### config.mk
export PLATFORM = sky130hd
export DESIGN_NAME = pctd_queue
export DESIGN_NICKNAME = d
export VERILOG_FILES = /design/src/rtl/assert_macros.svh /design/src/rtl/pctd_pkg.sv /design/src/rtl/pctd_queue.sv
export SDC_FILE = /design/constraint.sdc
export NUM_CORES = 1
export LEC_CHECK = 0
export BUFFER_PORTS_ARGS = -buffer_cell sky130_fd_sc_hd__buf_2
export CORE_MARGIN = 2
export CORE_UTILIZATION = 25
export DETAILED_ROUTE_END_ITERATION = 12
export HOLD_SLACK_MARGIN = 0.1
export SLEW_MARGIN = 20
export SYNTH_ARGS = -nofsm -noshare
export SYNTH_HDL_FRONTEND = slang
export SYNTH_SLANG_ARGS = --single-unit
### constraint.sdc
create_clock -name clk_i -period 2.8 [get_ports clk_i]
set_clock_uncertainty 0.2 [all_clocks]
set_input_delay 0.14 -clock clk_i [delete_from_list [all_inputs] [get_ports clk_i]]
set_output_delay 0.14 -clock clk_i [all_outputs]
set_load 0.02 [all_outputs]
### src/rtl/assert_macros.svh
// ----------------------------------------------------------------------------
// Assertion macros
// Shared concurrent assertion forms, clocked on clk_i and disabled in reset.
// ----------------------------------------------------------------------------
`ifndef ASSERT_MACROS_SVH
`define ASSERT_MACROS_SVH

// Consequent must hold in the same cycle as the antecedent.
`define ASSERT_SAME(lbl, ante, cons, msg) \
  lbl: assert property (@(posedge clk_i) disable iff (!rst_ni) (ante) |-> (cons)) \
    else $error(msg);

// Consequent must hold in the cycle after the antecedent.
`define ASSERT_NEXT(lbl, ante, cons, msg) \
  lbl: assert property (@(posedge clk_i) disable iff (!rst_ni) (ante) |=> (cons)) \
    else $error(msg);

`endif

### src/rtl/pctd_pkg.sv
// ----------------------------------------------------------------------------
// pctd_pkg
// Types and constants shared by the prefix code tree decoder modules.
// ----------------------------------------------------------------------------
package pctd_pkg;

  localparam int CODE_W           = 16;
  localparam int LEN_W            = 5;
  localparam int SYM_W            = 8;
  localparam int NODE_COUNT_DEF   = 256;
  localparam int MAX_CODE_LEN_DEF = 16;
  localparam int QUEUE_DEPTH      = 2;

  typedef enum logic {
    OP_INSERT = 1'b0,
    OP_DECODE = 1'b1
  } op_e;

  typedef enum logic [1:0] {
    ST_OK      = 2'd0,
    ST_MISSING = 2'd1,
    ST_FULL    = 2'd2
  } status_e;

  // One classified request as it waits in the queue.
  typedef struct packed {
    op_e              op;
    logic [CODE_W-1:0] code;
    logic [LEN_W-1:0]  len;
    logic [SYM_W-1:0]  sym;
    logic              dbit;
  } item_t;

  typedef struct packed {
    logic full;
    logic empty;
  } qstat_t;

endpackage

### src/rtl/pctd_queue.sv
// ----------------------------------------------------------------------------
// pctd_queue
// Short first-in first-out queue between the front and the tree engine.
// ----------------------------------------------------------------------------
module pctd_queue import pctd_pkg::*; (
  input  logic   clk_i,
  input  logic   rst_ni,
  input  logic   push_i,
  input  item_t  item_i,
  input  logic   pop_i,
  output item_t  item_o,
  output qstat_t qstat_o
);

  localparam int PtrW = $clog2(QUEUE_DEPTH);
  localparam int CntW = $clog2(QUEUE_DEPTH + 1);

  item_t             slot_q [QUEUE_DEPTH];
  logic [PtrW-1:0]   wr_ptr_q, wr_ptr_d;
  logic [PtrW-1:0]   rd_ptr_q, rd_ptr_d;
  logic [CntW-1:0]   cnt_q, cnt_d;
  logic              do_push, do_pop;

  assign qstat_o.full  = (cnt_q == CntW'(QUEUE_DEPTH));
  assign qstat_o.empty = (cnt_q == '0);
  assign do_push       = push_i && !qstat_o.full;
  assign do_pop        = pop_i && !qstat_o.empty;
  assign item_o        = slot_q[rd_ptr_q];

  always_comb begin
    wr_ptr_d = wr_ptr_q;
    rd_ptr_d = rd_ptr_q;
    cnt_d    = cnt_q;
    if (do_push) begin
      wr_ptr_d = (wr_ptr_q == PtrW'(QUEUE_DEPTH - 1)) ? '0 : wr_ptr_q + PtrW'(1);
    end
    if (do_pop) begin
      rd_ptr_d = (rd_ptr_q == PtrW'(QUEUE_DEPTH - 1)) ? '0 : rd_ptr_q + PtrW'(1);
    end
    if (do_push && !do_pop) begin
      cnt_d = cnt_q + CntW'(1);
    end else if (do_pop && !do_push) begin
      cnt_d = cnt_q - CntW'(1);
    end
  end

  always_ff @(posedge clk_i or negedge rst_ni) begin
    if (!rst_ni) begin
      wr_ptr_q <= '0;
      rd_ptr_q <= '0;
      cnt_q    <= '0;
    end else begin
      wr_ptr_q <= wr_ptr_d;
      rd_ptr_q <= rd_ptr_d;
      cnt_q    <= cnt_d;
    end
  end

  always_ff @(posedge clk_i) begin
    if (do_push) begin
      slot_q[wr_ptr_q] <= item_i;
    end
  end

endmodule

Word level (Yosys, flattened, before mapping). Memories as Yosys holds them, arrays and structs flattened. Cells that the tools add are included. W data, S select, Z words.

Bits in registers: 4. RAM bits: 62. Input port bits: 35. Logic and storage cells: 25. Memories kept: 1.

Memories: slot_q (depth 2, width 31, read ports 1, clocked after memory_dff 0, write ports 1, line pctd_queue.sv:18) `item_t slot_q [QUEUE_DEPTH];`.

Add/subtract/negate cells: 4. Equality and inequality tests: 1. Multiplexer cells: 6. Reductions and logical operators: 10.

Operator list (number): $logic_and A1 B1 Y1 (4); $logic_not A1 Y1 (4); $mux W1 (4); $mux W2 (2); $add A1 B1 Y1 const B (2); $add A2 B1 Y2 const B (1); $eq A2 B2 Y1 const B (1); $logic_not A2 Y1 (1); $reduce_bool A2 Y1 (1); $sub A2 B1 Y2 const B (1).

Longest topological paths before layout. Gate-level depths: netlist (run 1).

Word-level depth: 7. Gate-level depth with buffers: 7.

Worst setup path after synthesis (run 1). No wires, ideal clock.

Path kind: register -> register. From: reg cnt_q[0]. To: mem slot_q[0][0] (netlist bit) (enable). Library setup time: 0.419 ns. Arrival time: 1.962 ns. Data required time: 2.181 ns. Path slack: 0.219 ns. Cell stages (with the launch flop): 4. Path buffers: 0. Clock period less this slack: 2.581 ns. Cell sequence: dfrtp_1 -> nand2b_1 -> nand2_1 -> nor2_1.

Longest elaborated chain between the ends: 5.

RTL lines: from (decl) (line pctd_queue.sv:21) `logic [CntW-1:0] cnt_q, cnt_d;`; from (signal assigned) (line pctd_queue.sv:55) `cnt_q <= cnt_d;`; $eq A2 B2 Y1 (line pctd_queue.sv:24) `assign qstat_o.full = (cnt_q == CntW'(QUEUE_DEPTH));`; $logic_not A1 Y1 (line pctd_queue.sv:26) `assign do_push = push_i && !qstat_o.full;`; $logic_and A1 B1 Y1 (line pctd_queue.sv:26); $mux W1 (line pctd_queue.sv:60) `if (do_push) begin`; $mux W1 (not written as such) (line pctd_queue.sv:61) `slot_q[wr_ptr_q] <= item_i;`; to (decl) (line pctd_queue.sv:18).

Every way passes these cells.

==> impl_metrics.ini, run 1 <==
[status]
status = finished, final reports clean

[synth]
ys_warn_count = 0
syn_area_mm2 = 0.002587
synth_cell_types = 15
ys_ff_latch = 66
avgSynthCellArea_um2 = 22.31
syn_nets = 152
netlist_instances = 116
ys_seq_area_frac = 0.7582

[floorplan]
die_area_mm2 = 0.01118
rows = 37
core_mm2 = 0.01018
start_util = 0.2541
ios = 68
fp.dieW_um = 105.7
die_y_um = 105.7

[grt]
overflow = 0
antenna_found_initial = 0
grt_pass1_vias = 1407
grt_pass1_wl_um = 7031
track_usage = 0.08659
grt_start_max_net_pins = 32

[place]
routabilityCongestion = 0.5982
portBuffers = 67
hpwl_um = 2891

[pwr]
p_leak_nw = 1.477
p_total_mw = 3.736
ir_worst_vdd_uv = 344.2
powerDensity_mw_per_mm2 = 1020

[setup_path]
path_cells = buf_12 -> mux2_4 -> buf_2
slowest_delay_ps = 750
crit_fanout = 17
worstSetupStartpointType = flip-flop
crit_buf_inv = 2
rr_startpoint = cnt_q[0]
path_class = flip-flop to primary output
cp_slowest_cell = dfrtp_2
cp.arrival_ps = 1830
reg2reg_depth = 2
critical_path.top_delay_family = flip-flops
worstPathRequired_ps = 2460
crit_path_end_kind = primary output
startpoint = rd_ptr_q
path_depth = 3

[detailed_routing]
avgRoutedWirePerCell_um = 12.54
routed_wl_um = 4615
ant_nets = 0
drc = 0
vias_per_cell = 3.769
drtIter0Drc = 44
vias = 1387
first_pass_iters = 2

[sta]
fmax_mhz = 461.4
hold_viol = 0
post-route-period-util = 0.7740
drv_slew = 0
period_needed_ps = 2167
rsz0062_at_grt = no
finalSetupTns_ps = 0
fin_hold_ws_ps = 314.5
worst_pin_slew_ps = 787.7
slew-limit-headroom = 0.4749
setup_violations = 0

[clock_tree]
cts-buffers-inserted = 9
cts.htree.levels = 3
clock_latency_ps = 340
post_cts_resized = 0
cts_tree = built
cts-root-buf = clkbuf_8
clk_transition_reported_paths_ps = 70
cts.sinks = 66
clockBufferDepth = 2

[min_path]
holdPathStages = 2
hp-start = item_i[6]
hold_class = input pin to flip-flop

[final_layout]
post-route-util = 0.3597
syn_to_final_growth_pct = 41.59
drive_above_1_share = 0.5129
diodes = 0
layout.nets = 263

[flow_run]
cap_violations = 0
## sequential cells by signal, summed over array words and instances, names as in the netlist
register	count
slot_q	62
cnt_q	2
rd_ptr_q	1
wr_ptr_q	1
## path summary, 6_finish.rpt
check	endpoint	slack, ps
min	slot_q[1][6]	310
min reg2reg	cnt_q[1]	340
max reg2reg	slot_q[1][9]	900
min in group asynchronous	cnt_q[1]	490
max in group asynchronous	rd_ptr_q	1710
max	item_o[12]	630
## cells in the mapped netlist, drive strengths merged
library cell,number,share of area
edfxtp,62,0.72
mux2,31,0.18
buf,4,0.028
dfrtp,4,0.039
nor2,3,0.0044
xnor2,3,0.010
inv,2,0.0029
xor2,2,0.0068
and3,1,0.0024
ha,1,0.0048
nand2,1,0.0014
nand2b,1,0.0024
o21ai,1,0.0019
## worst reg2reg max path: stages, from the launching register on
cell and delay (ps):
dfrtp_1 430, nand2b_1 160, and3_2 710
## per-stage QoR
step	instances	cell area, µm²	worst slack [ps]
final	368	3664	632.9
after global routing	368	3664	526.4
after CTS	368	3664	573.8
after detailed placement	317	3072	864.1
after global placement	317	3072	904.8
after floorplan	116	2587	218.6
## layer usage
| layer | global-route usage | wire (µm) | up-vias |
|---|---|---|---|
| met2 | 0.1332 | 2164 | 46 |
| met5 | 0 | 0 | - |
| met1 | 0.1001 | 2037 | 665 |
| li1 | - | - | 664 |
| met3 | 0.03587 | 292 | 12 |
| met4 | 0.05357 | 121 | 0 |
## power by group
group	total (mW)	internal (mW)	leakage (nW)	switching, mW
registers	1.50	1.36	0.622	0.147
clock network	0.954	0.591	0.123	0.363
logic	1.28	0.618	0.732	0.661
## cell usage in the layout (no fill, tap or decap)
cell type / instances
xor2_1: 2
dfrtp_1: 3
edfxtp_1: 62
xnor2_1: 3
nand2b_1: 1
clkinv_2: 2
bufinv_16: 3
inv_1: 2
nor2_1: 2
nand2_1: 1
and3_2: 1
nor2_4: 1
buf_12: 2
dlygate4sd3_1: 35
o21ai_1: 1
clkbuf_8: 9
dfrtp_2: 1
mux2_2: 2
buf_2: 67
clkinv_4: 2
mux2_4: 29
ha_1: 1
## cell families after synthesis
group,after synthesis,synth area share
adder cells (fa/ha/maj),1,0.004835
AND/OR/NAND/NOR,6,0.01064
AO/OA/AOI/OAI,1,0.001932
XOR/XNOR,5,0.01693
buffers and inverters,6,0.03047
multiplexers,31,0.1770
flip-flops,66,0.7582
## cell type report
class                   count  area, µm²
flip-flops and latches     66       1963
fillers                   981       6521
clock buffers               9      123.9
clock inverters             7      117.6
repair buffers            104      725.7
inverters                   2      7.507
multi-input cells          44      555.5
well taps                 136      170.2
## timing repair
action                                 in CTS  in global routing
hold buffers                               35                  0
buffers inserted                            0                  0
endpoints found under the hold margin      68                  0
setup endpoints to repair                   0                  0
No activity file was read; power rests on OpenSTA's default activity.
==> run 2, diff against run 1 <==
==> constraint.sdc (replaced) <==
create_clock -name clk_i -period 1.9 [get_ports clk_i]
set_clock_uncertainty 0.2 [all_clocks]
set_input_delay 0.095 -clock clk_i [delete_from_list [all_inputs] [get_ports clk_i]]
set_output_delay 0.095 -clock clk_i [all_outputs]
set_load 0.02 [all_outputs]
==> impl_metrics.ini, run 2 (same netlist as run 1, synthesis figures left out) <==
[setup_path]
path_class = flip-flop to primary output
crit_fanout = 15
worstPathRequired_ps = 1600
cp.arrival_ps = 1490
crit_path_end_kind = primary output
worstSetupStartpointType = flip-flop

[sta]
fmax_mhz = 560.9
rsz0062_at_grt = no
setup_violations = 0
period_needed_ps = 1783
finalSetupTns_ps = 0
hold_viol = 0
worst_pin_slew_ps = 253.8
post-route-period-util = 0.9383
slew-limit-headroom = 0.8308
drv_slew = 0
fin_hold_ws_ps = 278.7

[detailed_routing]
ant_nets = 0
drtIter0Drc = 33
first_pass_iters = 4
routed_wl_um = 4489
drc = 0
vias = 1408
avgRoutedWirePerCell_um = 12.07
vias_per_cell = 3.785

[place]
portBuffers = 67
routabilityCongestion = 0.5989
hpwl_um = 2943

[final_layout]
diodes = 0
post-route-util = 0.3585
seqCellArea_mm2 = 0.001963
largest_reg_flops = 62
layout.nets = 267
largestRegisters = slot_q: 62 flops, cnt_q: 2 flops
n_fill_cell = 982
drive_above_1_share = 0.5212
syn_to_final_growth_pct = 41.10
top_register = slot_q
layout_commonest_cell = buf_2
multi_input_comb_area_um2 = 558.0
final_cell_mix = buf_2, edfxtp_1, dlygate4sd3_1

[pwr]
ir_worst_vdd_uv = 604.5
powerDensity_mw_per_mm2 = 1449
p_switching_mw = 1.734
seqPwrFrac = 0.399
p_leak_nw = 1.472
p_clk_frac = 0.216
internal_power_mw = 3.558
combPwrFrac = 0.385
switching_share = 0.3276

[floorplan]
rows = 37
fp.dieW_um = 105.7
ios = 68
die_area_mm2 = 0.01118
start_util = 0.2541
core_mm2 = 0.01018
die_y_um = 105.7

[grt]
grt_pass1_vias = 1459
overflow = 0
grt_pass1_wl_um = 7017
grt_start_max_net_pins = 18
track_usage = 0.08586
antenna_found_initial = 0

[clock_tree]
post-cts-setup-buffer-count = 0
clockBufferDepth = 2
cts.htree.levels = 3
clock_latency_ps = 330
clk_transition_reported_paths_ps = 80
cts-root-buf = clkbuf_8
cts.sinks = 66
cts-buffers-inserted = 9
cts_tree = built

[min_path]
hold_class = input pin to flip-flop

[flow_run]
cap_violations = 0

[status]
status = finished, final reports clean
==> run 2: critical path, stage by stage (launching register included) <==
cell and delay, ps:
dfrtp_2 390, buf_6 230, mux2_2 360, buf_2 160
==> run 2: power by group through the flow <==
stage | clock, mW | combinational (mW) | sequential (mW)
after detailed placement | 0 | 2.02 | 2.15
after global placement | 0 | 2.00 | 2.13
after floorplan | 0 | 1.55 | 2.11
final | 1.14 | 2.04 | 2.11
after CTS | 1.20 | 2.08 | 2.11
after global routing | 1.26 | 2.19 | 2.15
==> run 2: worst paths after layout <==
path	startpoint	endpoint	slack, ps	depth (start not counted)
worst max-delay path	rd_ptr_q	item_o[8]	120	3
worst min-delay path	item_i[18]	slot_q[1][18]	280	2
worst max register to register	cnt_q[0]	cnt_q[1]	180	7
worst min register to register	cnt_q[1]	cnt_q[1]	320	1
max in group asynchronous	rst_ni	rd_ptr_q	840	3
min in group asynchronous	rst_ni	cnt_q[1]	470	3
==> run 2: area by class of cell <==
class | instances | share of cell area
Sequential cell | 66 | 0.5377
Clock buffer | 9 | 0.03393
Clock inverter | 7 | 0.01885
Multi-Input combinational cell | 44 | 0.1528
Timing Repair Buffer | 108 | 0.2080
Tap cell | 136 | 0.04661
Inverter | 2 | 0.002056
==> run 2: stage by stage <==
step           setup WS, ps  instances  power, mW  instance area (µm²)
4_1_cts               4.947        372      5.392                 3645
5_1_grt               30.83        372      5.592                 3651
3_3_place_gp          211.9        321      4.135                 3102
3_5_place_dp          153.3        321      4.164                 3102
2_1_floorplan         150.3        116      3.664                 2596
6_report              117.1        372      5.292                 3651
==> run 2: routing by layer <==
metal	global-route usage	vias up	part of all wire
li1	-	675	-
met1	0.1026	669	0.45
met2	0.1332	51	0.46
met3	0.02845	13	0.061
met4	0.05357	0	0.025
met5	0	-	0
==> run 2: repair_timing <==
action / in CTS / in global routing
hold endpoints to repair: 69 / 0
hold buffers: 35 / 0
resized for setup: 0 / 2
endpoints found under the setup margin: 0 / 2
